[src/nhj_pkg.sv]
// ----------------------------------------------------------------------------
// nhj_pkg
// Shared types, constants and helpers for the note humanize jitter block.
// ----------------------------------------------------------------------------
package nhj_pkg;

	// generator constants
	localparam logic [31:0] GEN_ZERO_SEED = 32'hA5A5_A5A5;
	localparam logic [31:0] GEN_MUL       = 32'd1664525;
	localparam logic [31:0] GEN_ADD       = 32'd1013904223;

	// field widths
	localparam int DEF_SAMPLE_WIDTH = 48;
	localparam int SEED_W           = 32;
	localparam int TRANGE_W         = 20;
	localparam int VEL_W            = 7;
	localparam int SPAN_W           = TRANGE_W + 1;
	localparam int VSPAN_W          = VEL_W + 1;
	localparam logic [VEL_W-1:0] VEL_MAX = 7'd127;

	// register file
	localparam int ADDR_W = 4;
	localparam int DATA_W = 32;
	localparam logic [1:0] REG_SEED   = 2'd0;
	localparam logic [1:0] REG_TRANGE = 2'd1;
	localparam logic [1:0] REG_VRANGE = 2'd2;

	// queue between front and back
	localparam int QUEUE_DEPTH = 2;
	localparam int QPTR_W      = $clog2(QUEUE_DEPTH);

	// remainder unit: two quotient bits per cycle over a 32-bit draw
	localparam int MOD_STEPS = SEED_W / 2;
	localparam int MOD_CNT_W = $clog2(MOD_STEPS);

	// classification carried with each note
	typedef struct packed {
		logic reload;
		logic do_time;
		logic do_vel;
	} jit_flags_t;

	typedef enum logic [2:0] {
		ST_IDLE,
		ST_DRAW,
		ST_DIV,
		ST_WAIT,
		ST_APPLY,
		ST_FINISH
	} back_state_t;

	// one step of the linear congruential generator, modulo 2^32
	function automatic logic [31:0] lcg_next(input logic [31:0] w);
		return w * GEN_MUL + GEN_ADD;
	endfunction

endpackage

[src/nhj_front.sv]
// ----------------------------------------------------------------------------
// nhj_front
// Input stage: takes a note, works out which draws it needs and pushes it
// into the queue towards the back end.
// ----------------------------------------------------------------------------
module nhj_front #(
	parameter int SAMPLE_WIDTH = nhj_pkg::DEF_SAMPLE_WIDTH,
	parameter int ENTRY_W      = SAMPLE_WIDTH + nhj_pkg::VEL_W + 3
) (
	input  logic                          clk,
	input  logic                          arst_n,
	input  logic                          in_valid,
	output logic                          in_stall,
	input  logic [SAMPLE_WIDTH-1:0]       start_sample,
	input  logic [nhj_pkg::VEL_W-1:0]     note_velocity,
	input  logic                          clip_start,
	input  logic [nhj_pkg::TRANGE_W-1:0]  timing_range,
	input  logic [nhj_pkg::VEL_W-1:0]     velocity_range,
	output logic                          push,
	output logic [ENTRY_W-1:0]            push_data,
	input  logic                          q_full
);
	import nhj_pkg::*;

	logic                    valid_s1;
	logic [SAMPLE_WIDTH-1:0] start_s1;
	logic [VEL_W-1:0]        vel_s1;
	jit_flags_t              flags_s1;
	logic                    accept;

	// hold the stage while the queue is full
	assign in_stall  = valid_s1 & q_full;
	assign accept    = in_valid & ~in_stall;
	assign push      = valid_s1 & ~q_full;
	assign push_data = {flags_s1, vel_s1, start_s1};

	// stage valid
	always_ff @(posedge clk or negedge arst_n) begin
		if (!arst_n) begin
			valid_s1 <= 1'b0;
		end else if (accept) begin
			valid_s1 <= 1'b1;
		end else if (push) begin
			valid_s1 <= 1'b0;
		end
	end

	// capture and classify the note
	always_ff @(posedge clk) begin
		if (accept) begin
			start_s1         <= start_sample;
			vel_s1           <= note_velocity;
			flags_s1.reload  <= clip_start;
			flags_s1.do_time <= (timing_range != '0);
			flags_s1.do_vel  <= (velocity_range != '0);
		end
	end

endmodule

[src/nhj_queue.sv]
// ----------------------------------------------------------------------------
// nhj_queue
// Short first-in first-out queue between the front and back ends.
// ----------------------------------------------------------------------------
module nhj_queue #(
	parameter int WIDTH = 8
) (
	input  logic             clk,
	input  logic             arst_n,
	input  logic             push,
	input  logic [WIDTH-1:0] push_data,
	input  logic             pop,
	output logic [WIDTH-1:0] pop_data,
	output logic             full,
	output logic             empty
);
	import nhj_pkg::*;

	logic [WIDTH-1:0]  mem_q [QUEUE_DEPTH];
	logic [QPTR_W-1:0] wr_ptr_q;
	logic [QPTR_W-1:0] rd_ptr_q;
	logic [QPTR_W:0]   count_q;

	assign full     = (count_q == (QPTR_W+1)'(QUEUE_DEPTH));
	assign empty    = (count_q == '0);
	assign pop_data = mem_q[rd_ptr_q];

	// pointers and fill count
	always_ff @(posedge clk or negedge arst_n) begin
		if (!arst_n) begin
			wr_ptr_q <= '0;
			rd_ptr_q <= '0;
			count_q  <= '0;
		end else begin
			if (push) begin
				wr_ptr_q <= wr_ptr_q + 1'b1;
			end
			if (pop) begin
				rd_ptr_q <= rd_ptr_q + 1'b1;
			end
			if (push && !pop) begin
				count_q <= count_q + 1'b1;
			end else if (pop && !push) begin
				count_q <= count_q - 1'b1;
			end
		end
	end

	// storage
	always_ff @(posedge clk) begin
		if (push) begin
			mem_q[wr_ptr_q] <= push_data;
		end
	end

endmodule

[src/nhj_mod.sv]
// ----------------------------------------------------------------------------
// nhj_mod
// Iterative remainder unit: 32-bit draw modulo a span, two bits per cycle.
// ----------------------------------------------------------------------------
module nhj_mod (
	input  logic                        clk,
	input  logic                        arst_n,
	input  logic                        start,
	input  logic [nhj_pkg::SEED_W-1:0]  dividend,
	input  logic [nhj_pkg::SPAN_W-1:0]  divisor,
	output logic                        done,
	output logic [nhj_pkg::SPAN_W-1:0]  remainder
);
	import nhj_pkg::*;

	logic                 busy_q;
	logic                 done_q;
	logic [MOD_CNT_W-1:0] cnt_q;
	logic [SEED_W-1:0]    dvd_q;
	logic [SPAN_W-1:0]    rem_q;
	logic [SPAN_W:0]      r1;
	logic [SPAN_W:0]      r2;

	assign done      = done_q;
	assign remainder = rem_q;

	// two restoring steps
	always_comb begin
		r1 = {rem_q, dvd_q[SEED_W-1]};
		if (r1 >= {1'b0, divisor}) begin
			r1 = r1 - {1'b0, divisor};
		end
		r2 = {r1[SPAN_W-1:0], dvd_q[SEED_W-2]};
		if (r2 >= {1'b0, divisor}) begin
			r2 = r2 - {1'b0, divisor};
		end
	end

	// control
	always_ff @(posedge clk or negedge arst_n) begin
		if (!arst_n) begin
			busy_q <= 1'b0;
			done_q <= 1'b0;
			cnt_q  <= '0;
		end else begin
			done_q <= 1'b0;
			if (start) begin
				busy_q <= 1'b1;
				cnt_q  <= '0;
			end else if (busy_q) begin
				cnt_q <= cnt_q + 1'b1;
				if (cnt_q == MOD_CNT_W'(MOD_STEPS - 1)) begin
					busy_q <= 1'b0;
					done_q <= 1'b1;
				end
			end
		end
	end

	// datapath
	always_ff @(posedge clk) begin
		if (start) begin
			dvd_q <= dividend;
			rem_q <= '0;
		end else if (busy_q) begin
			dvd_q <= {dvd_q[SEED_W-3:0], 2'b00};
			rem_q <= r2[SPAN_W-1:0];
		end
	end

endmodule

[src/nhj_back.sv]
// ----------------------------------------------------------------------------
// nhj_back
// Back end: runs the generator, applies timing and velocity offsets and
// holds the finished note in the output register.
// ----------------------------------------------------------------------------
module nhj_back #(
	parameter int SAMPLE_WIDTH = nhj_pkg::DEF_SAMPLE_WIDTH,
	parameter int ENTRY_W      = SAMPLE_WIDTH + nhj_pkg::VEL_W + 3
) (
	input  logic                          clk,
	input  logic                          arst_n,
	input  logic [ENTRY_W-1:0]            pop_data,
	input  logic                          q_empty,
	output logic                          pop,
	input  logic [nhj_pkg::SEED_W-1:0]    seed_value,
	input  logic [nhj_pkg::TRANGE_W-1:0]  timing_range,
	input  logic [nhj_pkg::VEL_W-1:0]     velocity_range,
	output logic                          out_valid,
	input  logic                          out_stall,
	output logic [SAMPLE_WIDTH-1:0]       new_start_sample,
	output logic [nhj_pkg::VEL_W-1:0]     new_velocity
);
	import nhj_pkg::*;

	localparam int VEL_LO = SAMPLE_WIDTH;
	localparam int FLG_LO = SAMPLE_WIDTH + VEL_W;

	back_state_t             state_q;
	back_state_t             state_d;
	logic                    phase_q;
	logic [SEED_W-1:0]       gen_q;
	logic [SAMPLE_WIDTH-1:0] start_q;
	logic [VEL_W-1:0]        vel_q;
	jit_flags_t              flags_q;
	jit_flags_t              in_flags;
	logic                    out_valid_q;
	logic [SAMPLE_WIDTH-1:0] out_start_q;
	logic [VEL_W-1:0]        out_vel_q;
	logic                    out_free;

	logic                    mod_start;
	logic                    mod_done;
	logic [SPAN_W-1:0]       mod_rem;
	logic [SPAN_W-1:0]       divisor;

	logic [SPAN_W-1:0]       r_ext;
	logic [SAMPLE_WIDTH:0]   sum_up;
	logic [SAMPLE_WIDTH:0]   diff_dn;
	logic [SAMPLE_WIDTH-1:0] start_adj;
	logic [VEL_W+1:0]        vtmp;
	logic [VEL_W+1:0]        vdiff;
	logic [VEL_W-1:0]        vel_adj;

	assign in_flags  = pop_data[ENTRY_W-1:FLG_LO];
	assign pop       = (state_q == ST_IDLE) & ~q_empty;
	assign out_free  = ~out_valid_q | ~out_stall;
	assign mod_start = (state_q == ST_DIV);

	assign out_valid        = out_valid_q;
	assign new_start_sample = out_start_q;
	assign new_velocity     = out_vel_q;

	// span 2R+1 for the draw in hand
	assign divisor = phase_q ? {{(SPAN_W-VSPAN_W){1'b0}}, velocity_range, 1'b1}
	                         : {timing_range, 1'b1};

	nhj_mod u_mod (
		.clk       (clk),
		.arst_n    (arst_n),
		.start     (mod_start),
		.dividend  (gen_q),
		.divisor   (divisor),
		.done      (mod_done),
		.remainder (mod_rem)
	);

	// timing offset, clamped at zero and saturated at the field maximum
	always_comb begin
		r_ext   = {1'b0, timing_range};
		sum_up  = {1'b0, start_q} + (SAMPLE_WIDTH+1)'(mod_rem - r_ext);
		diff_dn = {1'b0, start_q} - (SAMPLE_WIDTH+1)'(r_ext - mod_rem);
		if (mod_rem >= r_ext) begin
			start_adj = sum_up[SAMPLE_WIDTH] ? '1 : sum_up[SAMPLE_WIDTH-1:0];
		end else begin
			start_adj = diff_dn[SAMPLE_WIDTH] ? '0 : diff_dn[SAMPLE_WIDTH-1:0];
		end
	end

	// velocity offset, clamped to the seven-bit range
	always_comb begin
		vtmp  = {2'b00, vel_q} + {1'b0, mod_rem[VSPAN_W-1:0]};
		vdiff = vtmp - {2'b00, velocity_range};
		if (vtmp < {2'b00, velocity_range}) begin
			vel_adj = '0;
		end else if (vdiff > {2'b00, VEL_MAX}) begin
			vel_adj = VEL_MAX;
		end else begin
			vel_adj = vdiff[VEL_W-1:0];
		end
	end

	// next state
	always_comb begin
		state_d = state_q;
		case (state_q)
			ST_IDLE: begin
				if (!q_empty) begin
					if (in_flags.do_time || in_flags.do_vel) begin
						state_d = ST_DRAW;
					end else begin
						state_d = ST_FINISH;
					end
				end
			end
			ST_DRAW:  state_d = ST_DIV;
			ST_DIV:   state_d = ST_WAIT;
			ST_WAIT: begin
				if (mod_done) begin
					state_d = ST_APPLY;
				end
			end
			ST_APPLY: begin
				if (!phase_q && flags_q.do_vel) begin
					state_d = ST_DRAW;
				end else begin
					state_d = ST_FINISH;
				end
			end
			ST_FINISH: begin
				if (out_free) begin
					state_d = ST_IDLE;
				end
			end
			default: state_d = ST_IDLE;
		endcase
	end

	// state register
	always_ff @(posedge clk or negedge arst_n) begin
		if (!arst_n) begin
			state_q <= ST_IDLE;
		end else begin
			state_q <= state_d;
		end
	end

	// generator, phase and output valid
	always_ff @(posedge clk or negedge arst_n) begin
		if (!arst_n) begin
			gen_q       <= GEN_ZERO_SEED;
			phase_q     <= 1'b0;
			out_valid_q <= 1'b0;
		end else begin
			if (pop) begin
				phase_q <= ~in_flags.do_time;
				if (in_flags.reload) begin
					gen_q <= (seed_value == '0) ? GEN_ZERO_SEED : seed_value;
				end
			end else if (state_q == ST_DRAW) begin
				gen_q <= lcg_next(gen_q);
			end else if (state_q == ST_APPLY) begin
				phase_q <= 1'b1;
			end
			if (state_q == ST_FINISH && out_free) begin
				out_valid_q <= 1'b1;
			end else if (!out_stall) begin
				out_valid_q <= 1'b0;
			end
		end
	end

	// working note and output register
	always_ff @(posedge clk) begin
		if (pop) begin
			start_q <= pop_data[SAMPLE_WIDTH-1:0];
			vel_q   <= pop_data[FLG_LO-1:VEL_LO];
			flags_q <= in_flags;
		end else if (state_q == ST_APPLY) begin
			if (phase_q) begin
				vel_q <= vel_adj;
			end else begin
				start_q <= start_adj;
			end
		end
		if (state_q == ST_FINISH && out_free) begin
			out_start_q <= start_q;
			out_vel_q   <= vel_q;
		end
	end

endmodule

[src/note_humanize_jitter.sv]
// ----------------------------------------------------------------------------
// note_humanize_jitter
// Random humanisation of note start and velocity from a 32-bit linear
// congruential generator, reseeded at the first note of each clip.
//
//   channel  direction  handshake              transaction payload
//   in       input      in_valid / in_stall    start_sample, note_velocity,
//                                              clip_start
//   out      output     out_valid / out_stall  new_start_sample, new_velocity
//   cfg      input      APB psel/penable       seed, timing and velocity range
//
// A note with no jitter skips the draws; each enabled range takes one draw
// through the two-bit-per-cycle remainder unit.
// Reset is asynchronous: generator to 0xA5A5A5A5, registers to zero.
// The back end, a two-entry queue and an input stage take up to four
// further notes while a finished note waits in the output register.
// ----------------------------------------------------------------------------
module note_humanize_jitter #(
	parameter int SAMPLE_WIDTH = nhj_pkg::DEF_SAMPLE_WIDTH
) (
	input  logic                          clk,
	input  logic                          arst_n,
	// note input
	input  logic                          in_valid,
	output logic                          in_stall,
	input  logic [SAMPLE_WIDTH-1:0]       start_sample,
	input  logic [nhj_pkg::VEL_W-1:0]     note_velocity,
	input  logic                          clip_start,
	// note output
	output logic                          out_valid,
	input  logic                          out_stall,
	output logic [SAMPLE_WIDTH-1:0]       new_start_sample,
	output logic [nhj_pkg::VEL_W-1:0]     new_velocity,
	// register port
	input  logic                          psel,
	input  logic                          penable,
	input  logic                          pwrite,
	input  logic [nhj_pkg::ADDR_W-1:0]    paddr,
	input  logic [nhj_pkg::DATA_W-1:0]    pwdata,
	output logic [nhj_pkg::DATA_W-1:0]    prdata,
	output logic                          pready
);
	import nhj_pkg::*;

	localparam int ENTRY_W = SAMPLE_WIDTH + VEL_W + $bits(jit_flags_t);

	logic [SEED_W-1:0]   seed_q;
	logic [TRANGE_W-1:0] trange_q;
	logic [VEL_W-1:0]    vrange_q;
	logic [1:0]          reg_idx;
	logic                cfg_write;

	logic                push;
	logic [ENTRY_W-1:0]  push_data;
	logic                pop;
	logic [ENTRY_W-1:0]  pop_data;
	logic                q_full;
	logic                q_empty;

	assign pready    = 1'b1;
	assign reg_idx   = paddr[ADDR_W-1:2];
	assign cfg_write = psel & penable & pwrite & pready;

	// register writes
	always_ff @(posedge clk or negedge arst_n) begin
		if (!arst_n) begin
			seed_q   <= '0;
			trange_q <= '0;
			vrange_q <= '0;
		end else if (cfg_write) begin
			case (reg_idx)
				REG_SEED:   seed_q   <= pwdata;
				REG_TRANGE: trange_q <= pwdata[TRANGE_W-1:0];
				REG_VRANGE: vrange_q <= pwdata[VEL_W-1:0];
				default: ;
			endcase
		end
	end

	// register reads
	always_comb begin
		case (reg_idx)
			REG_SEED:   prdata = seed_q;
			REG_TRANGE: prdata = {{(DATA_W-TRANGE_W){1'b0}}, trange_q};
			REG_VRANGE: prdata = {{(DATA_W-VEL_W){1'b0}}, vrange_q};
			default:    prdata = '0;
		endcase
	end

	nhj_front #(
		.SAMPLE_WIDTH (SAMPLE_WIDTH),
		.ENTRY_W      (ENTRY_W)
	) u_front (
		.clk            (clk),
		.arst_n         (arst_n),
		.in_valid       (in_valid),
		.in_stall       (in_stall),
		.start_sample   (start_sample),
		.note_velocity  (note_velocity),
		.clip_start     (clip_start),
		.timing_range   (trange_q),
		.velocity_range (vrange_q),
		.push           (push),
		.push_data      (push_data),
		.q_full         (q_full)
	);

	nhj_queue #(
		.WIDTH (ENTRY_W)
	) u_queue (
		.clk       (clk),
		.arst_n    (arst_n),
		.push      (push),
		.push_data (push_data),
		.pop       (pop),
		.pop_data  (pop_data),
		.full      (q_full),
		.empty     (q_empty)
	);

	nhj_back #(
		.SAMPLE_WIDTH (SAMPLE_WIDTH),
		.ENTRY_W      (ENTRY_W)
	) u_back (
		.clk              (clk),
		.arst_n           (arst_n),
		.pop_data         (pop_data),
		.q_empty          (q_empty),
		.pop              (pop),
		.seed_value       (seed_q),
		.timing_range     (trange_q),
		.velocity_range   (vrange_q),
		.out_valid        (out_valid),
		.out_stall        (out_stall),
		.new_start_sample (new_start_sample),
		.new_velocity     (new_velocity)
	);

endmodule

[config.mk]
export PLATFORM = sky130hd
export DESIGN_NAME = note_humanize_jitter
export DESIGN_NICKNAME = d
export VERILOG_FILES = /design/src/nhj_pkg.sv /design/src/nhj_front.sv /design/src/nhj_queue.sv /design/src/nhj_mod.sv /design/src/nhj_back.sv /design/src/note_humanize_jitter.sv
export SDC_FILE = /design/constraint.sdc
export NUM_CORES = 1
export LEC_CHECK = 0
export ABC_AREA = 0
export BUFFER_PORTS_ARGS = -buffer_cell sky130_fd_sc_hd__buf_4
export CORE_MARGIN = 4
export CORE_UTILIZATION = 55
export CTS_CLUSTER_DIAMETER = 60
export CTS_CLUSTER_SIZE = 10
export DETAILED_ROUTE_END_ITERATION = 8
export PLACE_DENSITY = 0.77
export RECOVER_POWER = 100
export SYNTH_ARGS = -nofsm -noshare
export SYNTH_HDL_FRONTEND = slang
export SYNTH_SLANG_ARGS = --single-unit
export TNS_END_PERCENT = 5
[constraint.sdc]
create_clock -name clk -period 8.2 [get_ports clk]
set_input_delay 0.41 -clock clk [delete_from_list [all_inputs] [get_ports clk]]
set_output_delay 0.41 -clock clk [all_outputs]
set_load 0.03 [all_outputs]
==> key figures <==
Status
  – Status: finished with violations
  – Failing checks: max-capacitance violations, max-slew violations

Synthesis
  – Cell area after synthesis: 34700 um^2
  – Cells after Synth: 3451
  – Seq/Total Area, Yosys: 0.365
  – Dominant cells by area after synthesis: edfxtp_1 27%, ha_1 13%, fa_1 8.4%
  – Yosys reg bits: 445
  – Area share of the largest cell type after synthesis: 0.275
  – Net count after synthesis: 4049
  – Synth area leader: edfxtp_1
  – Number of distinct library cells after synthesis: 84
  – Yosys warnings: 0
  – Post-synth EDFFs: 317
  – Share of flip-flops with an asynchronous set or reset: 0.240
  – Most used DFF post-synth: edfxtp_1
  – Mapped Avg Cell Area: 10.0 um^2

Timing
  – Final Setup Violations: 0
  – RSZ-0062 raised after global routing: no
  – Setup TNS: 0 ns
  – Final count of hold timing violations: 0
  – Final hold slack: 0.0378 ns
  – Crit path time final: 7.51 ns
  – Worst Skew: 0.0630 ns
  – Max-slew violations: 756
  – Final WS setup: 0.687 ns
  – Transition time at the pin with the least slew margin: 3.99 ns
  – Fmax: 133 MHz
  – Fin crit share: 0.916
  – Slew Limit Headroom: -1.66

Route
  – Final wirelength: 103 mm
  – 1st-iter DRT viols: 3005
  – Post-route ant nets: 0
  – First-pass DRT Iterations: 6
  – DRC viols: 0
  – Routed vias: 27600
  – Post-DR vias/cell: 6.07
  – Routed len/inst: 22.7 um

Final layout
  – Most frequent cells in the layout: 372 x inv_1, 354 x ha_1, 317 x edfxtp_1, 267 x nand2_1, 229 x a21oi_1
  – Synthesis-to-finish area growth: 12.1%
  – Post-layout util: 0.626
  – Fill cells: 5129
  – Commonest non-fill, non-tap cell in the layout: inv_1
  – Share of post-route cells with drive strength above 1: 0.0774
  – Final net count: 4274

Floorplanning
  – Die ar.: 67100 um^2
  – Starting Density: 0.559
  – Die Wd: 259 um
  – I/O Pins: 189
  – Num rows: 91
  – Die Ht: 259 um
  – Core area: 62100 um^2

Place
  – Placer Congestion: 0.976
  – Worst slack, placed: 1.13 ns
  – Detailed placement HPWL: 79.3 mm
  – PortBufs: 185

Flow run
  – # Max-Cap Violations: 18

Global routing
  – Largest net degree at the start of global routing: 66
  – Initial antenna violation count: 1
  – All-Layer GR Usage: 0.305
  – GRT overflow: 0
  – First-pass GRT wire length: 158 mm
  – Vias in the first global route: 26400

Setup path
  – CP endpoint kind: register
  – Worst-path fanout max: 17
  – WS Path Type: reg -> reg
  – Startpoint Class: register
  – CP Data Required Time: 8.60 ns
  – Reg2Reg Depth: 23
  – Worst EP arrival: 7.91 ns

Clocking
  – CTS tree: done
  – Clk_lat worst skew: 0.65 ns
  – Htree depth: 2
  – Clock Sink Count: 445
  – Hold Buf Count CTS: 72
  – Root Buffer Master: clkbuf_16
  – Cts bufs inserted: 56
  – Clk slew on worst S/H paths: 0.06 ns
  – Setup bufs post-CTS: 0
  – Clock Path Buffers: 3
  – PostCTS Resize Cnt: 0

Worst hold path
  – Hold WC Path Type: in -> reg
  – Hold path cells: 2
## cells by family (layout without fill, tap and decap cells)
logic type                 Yosys count  in the layout  share of synthesized area
AOI/OAI and AO/OA                  885            885                      0.168
and+or+nand+nor                    775            775                      0.105
adders and majority gates          499            499                      0.212
buffers and inverters              494            751                     0.0553
DFF                                445            445                      0.365
xor gates and xnor gates           210            210                     0.0531
muxes                              142            142                     0.0424
other                                1              2                   0.000108
## final cells by class
type | instances | area [um^2] | area share
Clock buffer | 75 | 1470 | 0.0379
Timing Repair Buffer | 288 | 1930 | 0.0497
Tap cell | 837 | 1050 | 0.0269
Inverter | 373 | 1400 | 0.0361
Clock inverter | 15 | 245 | 0.00631
Antenna cell | 1 | 2.50 | 0.0000644
Multi-Input combinational cell | 2512 | 20100 | 0.518
Sequential cell | 445 | 12600 | 0.325
## sequential cells by signal, indices dropped and copies added (netlist names), 3 cells and up
name / flops
vrange_q: 7
u_back.u_mod.dvd_q: 32
trange_q: 20
u_back.state_q: 3
u_back.u_mod.remainder: 21
u_back.gen_q: 32
u_front.start_s1: 48
u_queue.mem_q: 116
u_front.push_data: 3
u_back.vel_q: 7
u_back.new_start_sample: 48
seed_q: 32
u_back.new_velocity: 7
u_front.vel_s1: 7
u_back.start_q: 48
u_back.u_mod.cnt_q: 4
## metal layers
layer | wire [um] | global-route usage | vias to the layer above
li1 | - | - | 12800
met1 | 46400 | 0.465 | 13400
met2 | 43200 | 0.439 | 1280
met3 | 11700 | 0.0824 | 127
met4 | 2070 | 0.0595 | 0
met5 | 0 | 0 | -
## through the flow
step,cells,area (um^2)
after global routing,4545,38900
final,4546,38900
after global placement,4383,36900
after floorplan,3451,34700
after CTS,4545,39300
after detailed placement,4383,36900
## synthesized netlist by cell type (10+ instances only)
cell type / count
a211o_1: 16
a211oi_1: 29
a21boi_0: 10
a21o_1: 82
a21oi_1: 231
a221oi_1: 12
a22oi_1: 55
a22oi_2: 22
a31oi_1: 23
a32oi_1: 10
and2_1: 27
and3_1: 25
buf_1: 10
buf_2: 17
clkbuf_1: 88
dfrtp_1: 91
dfstp_2: 16
dfxtp_1: 21
edfxtp_1: 317
fa_1: 145
ha_1: 354
inv_1: 373
mux2_2: 39
mux2i_1: 103
nand2_1: 267
nand2b_1: 29
nand3_1: 57
nand4_1: 28
nor2_1: 193
nor2b_1: 26
nor3_1: 42
nor4_1: 18
o211ai_1: 22
o21a_1: 41
o21ai_0: 198
o21bai_1: 27
o31ai_1: 18
or2_2: 13
or3_1: 17
xnor2_1: 136
xor2_1: 74
## worst max-delay path: stages (launching register included)
cell	delay, ns
dfrtp_1	0.76
mux2i_1	0.33
fa_1	0.51
a211o_1	0.33
a21oi_1	0.26
o21bai_1	0.15
a22oi_1	0.40
a21oi_1	0.25
a211oi_4	0.60
clkbuf_1	0.38
mux2_2	0.40
ha_1	0.34
a21o_1	0.22
a21o_1	0.19
o21ai_0	0.15
a221oi_1	0.10
clkbuf_1	0.19
a2111o_1	0.41
a21oi_1	0.14
o31ai_1	0.27
buf_4	0.32
nand3_1	0.21
a2bb2oi_1	0.23
o21ai_0	0.10
## worst paths after layout
kind	slack, ns	end	from
min in group asynchronous	1.74	seed_q[27]	arst_n
max in group asynchronous	2.78	seed_q[3]	arst_n
worst max register to register	0.69	u_back.u_mod.remainder[13]	u_back.phase_q
worst min register to register	0.44	u_queue.mem_q[1][6]	u_front.start_s1[6]
worst max-delay path	0.69	u_back.u_mod.remainder[13]	u_back.phase_q
worst min-delay path	0.04	seed_q[30]	pwdata[30]
Power is left out: the tool's default activity adds up to more than one toggle a clock period on the data nets, which glitch-free logic cannot reach.
